$ cat src/rtl/core/sli_pkg.sv
// ----------------------------------------------------------------------------
// sli_pkg: shared types and constants for the sorted list
// Store depth, count widths, operation and status codes, and the control
// word that the top level broadcasts to the row of list cells.
// ----------------------------------------------------------------------------
package sli_pkg;

    // number of list cells
    localparam int DEPTH = 16;
    // width of a count that can hold DEPTH itself
    localparam int CNT_W = $clog2(DEPTH + 1);

    // field widths of the channels
    localparam int VAL_W    = 32;
    localparam int STAT_W   = 2;
    localparam int LCOUNT_W = 5;

    // operation codes on the input beat
    localparam logic FUNC_INSERT = 1'b0;
    localparam logic FUNC_REMOVE = 1'b1;

    // status codes on the result beats
    typedef enum logic [STAT_W-1:0] {
        STAT_OK        = 2'd0,
        STAT_EMPTY     = 2'd1,
        STAT_NOT_FOUND = 2'd2,
        STAT_FULL      = 2'd3
    } status_t;

    // what every cell does at the next edge
    typedef enum logic [1:0] {
        CELL_HOLD,
        CELL_INSERT,
        CELL_REMOVE,
        CELL_ROTATE
    } cell_cmd_t;

    // broadcast control word
    typedef struct packed {
        cell_cmd_t               cmd;
        logic signed [VAL_W-1:0] val;
    } cell_ctl_t;

    // where a cell stands relative to the current fill
    typedef struct packed {
        logic valid;   // cell holds a live entry
        logic tail;    // cell holds the last live entry
    } cell_pos_t;

endpackage

$ cat src/rtl/core/sli_if.sv
// ----------------------------------------------------------------------------
// sli_if: channel interfaces of the sorted list
// Operation channel (insert/remove requests) and list channel (streamed
// entries), each with valid/ready and its payload.
// ----------------------------------------------------------------------------
interface sli_op_if;
    logic                             valid;
    logic                             ready;
    logic                             func;
    logic signed [sli_pkg::VAL_W-1:0] value;

    modport source (output valid, output func, output value, input ready);
    modport sink   (input valid, input func, input value, output ready);
endinterface

interface sli_list_if;
    logic                                valid;
    logic                                ready;
    logic [sli_pkg::STAT_W-1:0]          status;
    logic [sli_pkg::LCOUNT_W-1:0]        list_count;
    logic signed [sli_pkg::VAL_W-1:0]    entry_value;
    logic                                last_entry;

    modport source (output valid, output status, output list_count,
                    output entry_value, output last_entry, input ready);
    modport sink   (input valid, input status, input list_count,
                    input entry_value, input last_entry, output ready);
endinterface

$ cat src/rtl/core/sli_cell.sv
// ----------------------------------------------------------------------------
// sli_cell: one entry of the sorted list
// Holds one value and, on command, keeps it, takes the new value, takes a
// neighbor's value (shift on insert/remove) or rotates toward the head.
// ----------------------------------------------------------------------------
module sli_cell (
    input  logic                                clk,
    input  sli_pkg::cell_ctl_t                  ctl,
    input  sli_pkg::cell_pos_t                  pos,
    input  logic                                prev_ge,
    input  logic signed [sli_pkg::VAL_W-1:0]    prev_entry,
    input  logic signed [sli_pkg::VAL_W-1:0]    next_entry,
    input  logic signed [sli_pkg::VAL_W-1:0]    head_entry,
    output logic signed [sli_pkg::VAL_W-1:0]    entry,
    output logic                                ge,
    output logic                                hit
);

    logic signed [sli_pkg::VAL_W-1:0] entry_reg;
    logic signed [sli_pkg::VAL_W-1:0] entry_next;

    // value at or above this entry (empty cells count as below anything)
    assign ge    = !pos.valid || (ctl.val >= entry_reg);
    // first cell of the "at or below" run, and it holds the value itself
    assign hit   = pos.valid && ge && !prev_ge && (entry_reg == ctl.val);
    assign entry = entry_reg;

    // next entry
    always_comb
    begin
        entry_next = entry_reg;
        case (ctl.cmd)
            sli_pkg::CELL_INSERT:
            begin
                if (prev_ge)
                    entry_next = prev_entry;
                else if (ge)
                    entry_next = ctl.val;
            end
            sli_pkg::CELL_REMOVE:
            begin
                if (ge)
                    entry_next = next_entry;
            end
            sli_pkg::CELL_ROTATE:
            begin
                if (pos.valid)
                    entry_next = pos.tail ? head_entry : next_entry;
            end
            default:
                entry_next = entry_reg;
        endcase
    end

    always_ff @(posedge clk)
    begin
        entry_reg <= entry_next;
    end

endmodule

$ cat src/rtl/core/sorted_list_insert_remove.sv
// ----------------------------------------------------------------------------
// sorted_list_insert_remove: descending sorted multiset of signed words
// Row of DEPTH cells holding the list, largest value in cell 0.
// ----------------------------------------------------------------------------
// Use:
//   op   : one beat per operation, func 0 inserts value, func 1 removes the
//          first entry equal to value. Taken only while no run is in flight.
//   list : after every operation the whole list, largest first, one beat per
//          entry, same status and list_count on every beat, last_entry on
//          the final one. An empty list gives a single beat with count 0.
// Timing:
//   The operation is applied in the cycle it is taken (parallel compare in
//   every cell, neighbor shift). The first list beat is valid the next
//   cycle. Each list beat rotates the cell row by one toward cell 0, so a
//   run of N entries leaves the list in place.
// Reset:
//   rst_n clears the fill count and the sequencer; cell contents are not
//   reset and only live cells are ever streamed.
// Stall:
//   With list.ready low the current beat holds and the row does not move.
// ----------------------------------------------------------------------------
module sorted_list_insert_remove (
    input  logic          clk,
    input  logic          rst_n,
    sli_op_if.sink        op,
    sli_list_if.source    list
);

    typedef enum logic {
        ST_IDLE,
        ST_STREAM
    } state_t;

    state_t                          state_reg;
    logic [sli_pkg::CNT_W-1:0]       count_reg;
    logic [sli_pkg::CNT_W-1:0]       count_next;
    logic [sli_pkg::CNT_W-1:0]       beat_reg;
    sli_pkg::status_t                status_reg;
    sli_pkg::status_t                status_next;

    sli_pkg::cell_ctl_t              ctl;
    sli_pkg::cell_pos_t              pos   [sli_pkg::DEPTH];
    logic signed [sli_pkg::VAL_W-1:0] ent  [sli_pkg::DEPTH];
    logic signed [sli_pkg::VAL_W-1:0] prv  [sli_pkg::DEPTH];
    logic signed [sli_pkg::VAL_W-1:0] nxt  [sli_pkg::DEPTH];
    logic                            ge    [sli_pkg::DEPTH];
    logic                            pge   [sli_pkg::DEPTH];
    logic [sli_pkg::DEPTH-1:0]       hits;

    logic op_fire;
    logic list_fire;
    logic is_full;
    logic is_empty;
    logic found;
    logic last_beat;

    assign op_fire   = op.valid && op.ready;
    assign list_fire = list.valid && list.ready;
    assign is_full   = (count_reg == sli_pkg::CNT_W'(sli_pkg::DEPTH));
    assign is_empty  = (count_reg == '0);
    assign found     = |hits;
    assign last_beat = is_empty || ((beat_reg + 1'b1) == count_reg);

    // cell row with neighbor links
    genvar gi;
    generate
        for (gi = 0; gi < sli_pkg::DEPTH; gi++)
        begin : g_cell
            assign pos[gi].valid = (sli_pkg::CNT_W'(gi) < count_reg);
            assign pos[gi].tail  = (sli_pkg::CNT_W'(gi + 1) == count_reg);

            if (gi == 0)
            begin : g_head
                assign pge[gi] = 1'b0;
                assign prv[gi] = ctl.val;
            end
            else
            begin : g_body
                assign pge[gi] = ge[gi-1];
                assign prv[gi] = ent[gi-1];
            end

            if (gi == sli_pkg::DEPTH - 1)
            begin : g_end
                assign nxt[gi] = '0;
            end
            else
            begin : g_mid
                assign nxt[gi] = ent[gi+1];
            end

            sli_cell u_cell (
                .clk        (clk),
                .ctl        (ctl),
                .pos        (pos[gi]),
                .prev_ge    (pge[gi]),
                .prev_entry (prv[gi]),
                .next_entry (nxt[gi]),
                .head_entry (ent[0]),
                .entry      (ent[gi]),
                .ge         (ge[gi]),
                .hit        (hits[gi])
            );
        end
    endgenerate

    // command to the row, status and new fill count
    always_comb
    begin
        ctl.val     = op.value;
        ctl.cmd     = sli_pkg::CELL_HOLD;
        count_next  = count_reg;
        status_next = status_reg;
        if (op_fire)
        begin
            if (op.func == sli_pkg::FUNC_INSERT)
            begin
                if (is_full)
                    status_next = sli_pkg::STAT_FULL;
                else
                begin
                    status_next = sli_pkg::STAT_OK;
                    ctl.cmd     = sli_pkg::CELL_INSERT;
                    count_next  = count_reg + 1'b1;
                end
            end
            else if (is_empty)
                status_next = sli_pkg::STAT_EMPTY;
            else if (!found)
                status_next = sli_pkg::STAT_NOT_FOUND;
            else
            begin
                status_next = sli_pkg::STAT_OK;
                ctl.cmd     = sli_pkg::CELL_REMOVE;
                count_next  = count_reg - 1'b1;
            end
        end
        else if (list_fire && !is_empty)
            ctl.cmd = sli_pkg::CELL_ROTATE;
    end

    // sequencer
    always_ff @(posedge clk or negedge rst_n)
    begin
        if (!rst_n)
        begin
            state_reg  <= ST_IDLE;
            count_reg  <= '0;
            beat_reg   <= '0;
            status_reg <= sli_pkg::STAT_OK;
        end
        else
        begin
            count_reg  <= count_next;
            status_reg <= status_next;
            case (state_reg)
                ST_IDLE:
                begin
                    if (op_fire)
                    begin
                        state_reg <= ST_STREAM;
                        beat_reg  <= '0;
                    end
                end
                ST_STREAM:
                begin
                    if (list_fire)
                    begin
                        beat_reg <= beat_reg + 1'b1;
                        if (last_beat)
                            state_reg <= ST_IDLE;
                    end
                end
                default:
                    state_reg <= ST_IDLE;
            endcase
        end
    end

    // channel outputs
    assign op.ready         = (state_reg == ST_IDLE);
    assign list.valid       = (state_reg == ST_STREAM);
    assign list.status      = status_reg;
    assign list.list_count  = sli_pkg::LCOUNT_W'(count_reg);
    assign list.entry_value = is_empty ? '0 : ent[0];
    assign list.last_entry  = last_beat;

    // an accepted operation always opens a run
    a_op_starts_run: assert property (@(posedge clk) disable iff (!rst_n)
        op_fire |=> list.valid)
        else $error("operation did not start a list run");

    // fill never passes the store size
    a_count_bound: assert property (@(posedge clk) disable iff (!rst_n)
        count_reg <= sli_pkg::CNT_W'(sli_pkg::DEPTH))
        else $error("fill count beyond store depth");

    // fill count and status stay put for the whole run
    a_run_stable: assert property (@(posedge clk) disable iff (!rst_n)
        (list.valid && !(list_fire && last_beat))
        |=> ($stable(count_reg) && $stable(status_reg)))
        else $error("count or status changed inside a run");

    // closing beat returns to idle
    a_run_ends: assert property (@(posedge clk) disable iff (!rst_n)
        (list_fire && last_beat) |=> (op.ready && !list.valid))
        else $error("run did not end after last beat");

endmodule
$ cat src/flat_wrapper.sv
// flat-port wrapper written by rule: the top's interface ports become plain ports
module sorted_list_insert_remove_flat 
  (clk, rst_n, op_valid, op_func, op_value, op_ready, list_valid, list_status, list_list_count, list_entry_value, list_last_entry, list_ready);
  sli_op_if op_i ();
  sli_list_if list_i ();
  input  logic clk;
  input  logic rst_n;
  input wire logic [$bits(op_i.valid)-1:0] op_valid;
  input wire logic [$bits(op_i.func)-1:0] op_func;
  input wire logic [$bits(op_i.value)-1:0] op_value;
  output wire logic [$bits(op_i.ready)-1:0] op_ready;
  output wire logic [$bits(list_i.valid)-1:0] list_valid;
  output wire logic [$bits(list_i.status)-1:0] list_status;
  output wire logic [$bits(list_i.list_count)-1:0] list_list_count;
  output wire logic [$bits(list_i.entry_value)-1:0] list_entry_value;
  output wire logic [$bits(list_i.last_entry)-1:0] list_last_entry;
  input wire logic [$bits(list_i.ready)-1:0] list_ready;
  assign op_i.valid = op_valid;
  assign op_i.func = op_func;
  assign op_i.value = op_value;
  assign op_ready = op_i.ready;
  assign list_valid = list_i.valid;
  assign list_status = list_i.status;
  assign list_list_count = list_i.list_count;
  assign list_entry_value = list_i.entry_value;
  assign list_last_entry = list_i.last_entry;
  assign list_i.ready = list_ready;
  sorted_list_insert_remove u_core (.clk(clk), .rst_n(rst_n), .op(op_i), .list(list_i));
endmodule
$ cat config.mk
export PLATFORM = sky130hd
export DESIGN_NAME = sorted_list_insert_remove_flat
export DESIGN_NICKNAME = d
export VERILOG_FILES = /design/src/rtl/core/sli_pkg.sv /design/src/rtl/core/sli_if.sv /design/src/rtl/core/sli_cell.sv /design/src/rtl/core/sorted_list_insert_remove.sv /design/src/flat_wrapper.sv
export SDC_FILE = /design/constraint.sdc
export NUM_CORES = 2
export LEC_CHECK = 0
export ABC_AREA = 1
export ABC_CLOCK_PERIOD_IN_PS = 7800
export BUFFER_PORTS_ARGS = -buffer_cell sky130_fd_sc_hd__buf_2
export CAP_MARGIN = 10
export CORE_MARGIN = 2
export CORE_UTILIZATION = 45
export CTS_BUF_LIST = sky130_fd_sc_hd__clkbuf_8
export DETAILED_ROUTE_END_ITERATION = 8
export GPL_TIMING_DRIVEN = 0
export SKIP_LAST_GASP = 1
export SLEW_MARGIN = 10
export SYNTH_ARGS = -nofsm -noshare
export SYNTH_HDL_FRONTEND = slang
export SYNTH_HIERARCHICAL = 1
export SYNTH_SLANG_ARGS = --single-unit
$ cat constraint.sdc
create_clock -name clk -period 7.8 [get_ports clk]
set_input_delay 0.78 -clock clk [delete_from_list [all_inputs] [get_ports clk]]
set_output_delay 0.78 -clock clk [all_outputs]
set_load 0.005 [all_outputs]
Word-level counts from Yosys, hierarchy flattened
Cells that the tools add are included.
{ "op_classes": {"reduce_logical": 120, "n_addsub": 3, "n_bitwise": 1, "n_eq_ne": 91, "mux": 117, "magnitude_cmp": 32} }
{ "ops": {"columns": ["cell", "count"], "rows": [
  ["$mux W32", 80],
  ["$pmux W32 S3", 16],
  ["$eq A32 B32 Y1", 16],
  ["$ge A32 B32 Y1", 16],
  ["$ne A2 B2 Y1 const B", 38],
  ["$reduce_and A4 Y1", 16],
  ["$logic_and A1 B1 Y1", 50],
  ["$ne A3 B3 Y1 const B", 15],
  ["$eq A4 B5 Y1 const A", 8],
  ["$lt A4 B5 Y1 const A", 8],
  ["$logic_not A1 Y1", 32],
  ["$mux W5", 6],
  ["$eq A3 B5 Y1 const A", 4],
  ["$lt A3 B5 Y1 const A", 4],
  ["$mux W2", 9],
  ["$logic_or A1 B1 Y1", 17],
  ["$reduce_or A16 Y1", 1],
  ["$add A5 B1 Y5 const B", 2],
  ["$eq A2 B5 Y1 const A", 2],
  ["$lt A1 B5 Y1 const A", 2],
  ["$lt A2 B5 Y1 const A", 2],
  ["$pmux W5 S2", 1],
  ["$eq A1 B5 Y1 const A", 1],
  ["$eq A5 B5 Y1", 1],
  ["13 further kinds", 17]
]} }
{ "word_totals": {"register_bits": 525, "word_cells": 384, "input_bits": 37} }

Logic depth before layout (Yosys ltp)
{ "depth": {"depth_word": 14, "ltp_mapped": 29, "mapped_depth_nobuf": 27} }

By module
The synthesis kept the hierarchy.
{ "modules_own_cells": {"columns": ["module", "area_per_inst_um2", "cells_per_inst", "instances", "seq_area_each_um2"], "rows": [
  ["sli_cell at u_core.g_cell[0].u_cell ...", 2960.3, 406, 15, 960.9],
  ["sli_cell at u_core.g_cell[9].u_cell", 2964.1, 407, 1, 960.9],
  ["sorted_list_insert_remove", 1442.6, 256, 1, 325.3]
]} }

Worst setup path before layout
No wires, ideal clock.
{ "synth_timing": {"kind": "register to register", "from": "reg u_core.count_reg (netlist bit u_core/list.list_count[0])", "to": "reg u_core.g_cell[9].u_cell.entry_reg (netlist bit u_core/g_cell[9].u_cell/entry[0]), enable pin", "setup_slack_ns": -0.275, "t_required_ns": 7.379, "path_stages_with_launch": 13, "n_path_buf": 1, "t_arrival_ns": 7.654, "setup_ns": 0.421, "synth_period_minus_slack_ns": 8.075, "cell_sequence": "dfrtp_1 -> inv_2 -> ha_1 -> inv_1 -> nor2_1 -> nand2_2 -> inv_2 -> o21ai_0 -> inv_1 -> clkbuf_1 -> nand2_1 -> nand2_1 -> nor2_1"} }
{ "synth_rtl": {"columns": ["element", "line_no", "source"], "rows": [
  ["start: declaration", "sorted_list_insert_remove.sv:35", "logic [sli_pkg::CNT_W-1:0] count_reg;"],
  ["start signal: assignment", "sorted_list_insert_remove.sv:154", "count_reg <= count_next;"],
  ["end signal: assignment", "sli_cell.sv:57", "entry_reg <= entry_next;"],
  ["end: declaration", "sli_cell.sv:19", "logic signed [sli_pkg::VAL_W-1:0] entry_reg;"]
]} }

==> impl_metrics.ini <==
[run_status]
outcome = complete, but fails checks
violations = DRC

[grt]
gr-usage-all-layers = 0.3877
grt_max_degree = 34
grt_pass1_wl_mm = 323.3
antenna_found_initial = 15
grt_pass1_vias = 50265
overflow = 0

[critical_path]
r2r-end = u_core/g_cell[10].u_cell/entry[24]$_DFFE_PP_
crit_start = op_value[31]
r2r_setup_slack_ns = 1.27
cp.arrival_ns = 7.20
crit_type = in -> reg
worst_ep_required_time_ns = 8.26
critPathMostFrequentCell = nand2_1
r2r_start = u_core/list.list_count[0]$_DFFE_PN0P_
worstPathMaxFanout = 33
startpoint_type = input pin
cp_slowest_cell = buf_2
cp-end-kind = flip-flop
worstRegToRegCells = 23
max_stage_delay_ns = 0.90

[place]
dp_hpwl_mm = 165.5
place.gp.congestion = 0.9637
port_buffers = 78

[power]
irDropWorstVdd_uv = 159.2
p_leak_nw = 24.08
fin_total_pwr_mw = 23.15
p_per_area_mw_per_mm2 = 421.6

[clock_tree]
cts_buffers = 107
path_clk_slew_ns = 0.06
cts.sinks = 525
htreeDepth = 3
cts_buffer_depth = 3
cts_setup_buffers = 0
clk_latency_ns = 0.81
clock-root-buffer = clkbuf_8
cts_tree = built

[drt]
drc = 1
drt_wl_total_mm = 224.4
vias = 53964
drt_iter0_drc = 8595
viasPerCell = 6.297
drt-wirelength-per-cell_microns = 26.18
dr.pass1.iters = 9
ant_nets = 0

[die]
die_w_microns = 333.3
die_y_microns = 333.3
core_area_sq_mm = 0.1074
row_count = 120
start_util = 0.4546
io-pin-count = 79
dieArea_sq_mm = 0.1111

[yosys]
syn-cell-area_sq_mm = 0.04881
ys_warn_count = 6
syn_inst = 6752
synth_area_per_cell_sq_um = 7.228

[timing]
rsz0062_at_grt = false
hold_violations = 0
fin_crit_sh = 0.8640
clock_skew_ns = 0.05403
maxSlewViolCount = 0
slew_headroom = 0.04715
worst_pin_slew_ns = 1.429
fmax_mhz = 148.4
layout_min_cycle_time_ns = 6.739
finalSetupViolations = 0

[layout]
fin_nets = 7633
fin_util = 0.5114
drive_gt1_frac = 0.05222
areaGrowthSynthToFinish_pct = 12.49
largest_reg_flops = 512

[worst_hold_path]
whs_endpoint = u_core/list.valid$_DFF_PN0_
worstHoldStart = op_valid
hp-class = in -> reg
hold_path_depth = 3

[run]
maxCapViolCount = 0
==> what timing repair did <==
action / in CTS / in global routing
setup endpoints to repair: 0 / 0
endpoints found under the hold margin: 13 / 0
gates resized for setup: 0 / 0
hold buffers: 1 / 0
==> per-layer routing <==
| metal | track usage | part of all wire | vias to the layer above |
|---|---|---|---|
| met3 | 0.1017 | 0.12 | 1001 |
| met4 | 0.2524 | 0.076 | 2 |
| met1 | 0.4781 | 0.37 | 25066 |
| met2 | 0.5988 | 0.43 | 3775 |
| li1 | - | - | 24120 |
| met5 | 0 | 0.00058 | - |
==> through the flow <==
step                 TNS, ns  worst slack, ns  std cells  cell area (sq um)  hold slack (ns)
floorplan                  0           0.7327       6821              49070           0.4763
detailed placement         0           0.7509       8371              52850           0.4972
global placement    -4457.37           -5.592       8302              51210           0.4854
CTS                        0            1.599       8565              54890           0.2095
global route               0            1.128       8568              54900           0.2768
finish                     0            1.061       8570              54900           0.2686
==> power breakdown <==
part	leakage, nW	internal, mW	switching (mW)
combinational	17.6	4.14	7.97
sequential	5.31	5.41	2.71
clock	1.17	1.48	1.44
total	24.1	11.0	12.1
==> layout by cell type, fill, tap and decap left out, types with 7 or more instances in the layout <==
master    instances
a21o_1           16
a21oi_1         255
buf_1            15
buf_12           10
buf_16           32
buf_2            76
buf_8            27
clkbuf_1        324
clkbuf_8        119
clkinv_1         20
clkinv_2         11
conb_1           70
dfrtp_1          13
edfxtp_1        512
ha_1            518
inv_1           832
inv_2             7
nand2_1        1196
nand2_2          20
nand3_1          88
nand4_1          66
nor2_1         1202
nor2_2           18
nor2_4           17
nor3_1           33
nor4_4           15
o211ai_1         48
o21a_1           32
o21ai_0        1042
o21ai_1          16
o221ai_1        480
==> worst max-delay path: cells and delay by family <==
family	cells	cell delay, ns
adders and majority gates	1	0.44
AOI/OAI and AO/OA	4	0.86
and+or+nand+nor	13	2.57
buffers and inverters	7	2.40
==> worst max path at each step <==
stage,endpoint
6_report,u_core/g_cell[10].u_cell/entry[24]$_DFFE_PP_
3_3_place_gp,u_core/g_cell[15].u_cell/entry[25]$_DFFE_PP_
5_1_grt,u_core/g_cell[11].u_cell/entry[27]$_DFFE_PP_
2_1_floorplan,u_core/g_cell[9].u_cell/entry[0]$_DFFE_PP_
4_1_cts,u_core/g_cell[10].u_cell/entry[24]$_DFFE_PP_
3_5_place_dp,u_core/g_cell[12].u_cell/entry[24]$_DFFE_PP_
==> final cells by class <==
class,count,area [sq um]
Buffer,341,1291
Clock buffer,119,1638
Sequential cell,525,15700
Clock inverter,74,392.9
Inverter,804,3018
Antenna cell,5,12.51
Fill cell,10661,52450
Timing Repair Buffer,148,1892
Multi-Input combinational cell,5151,29200
Tap cell,1403,1755
Power figures use the tool's default switching activity.
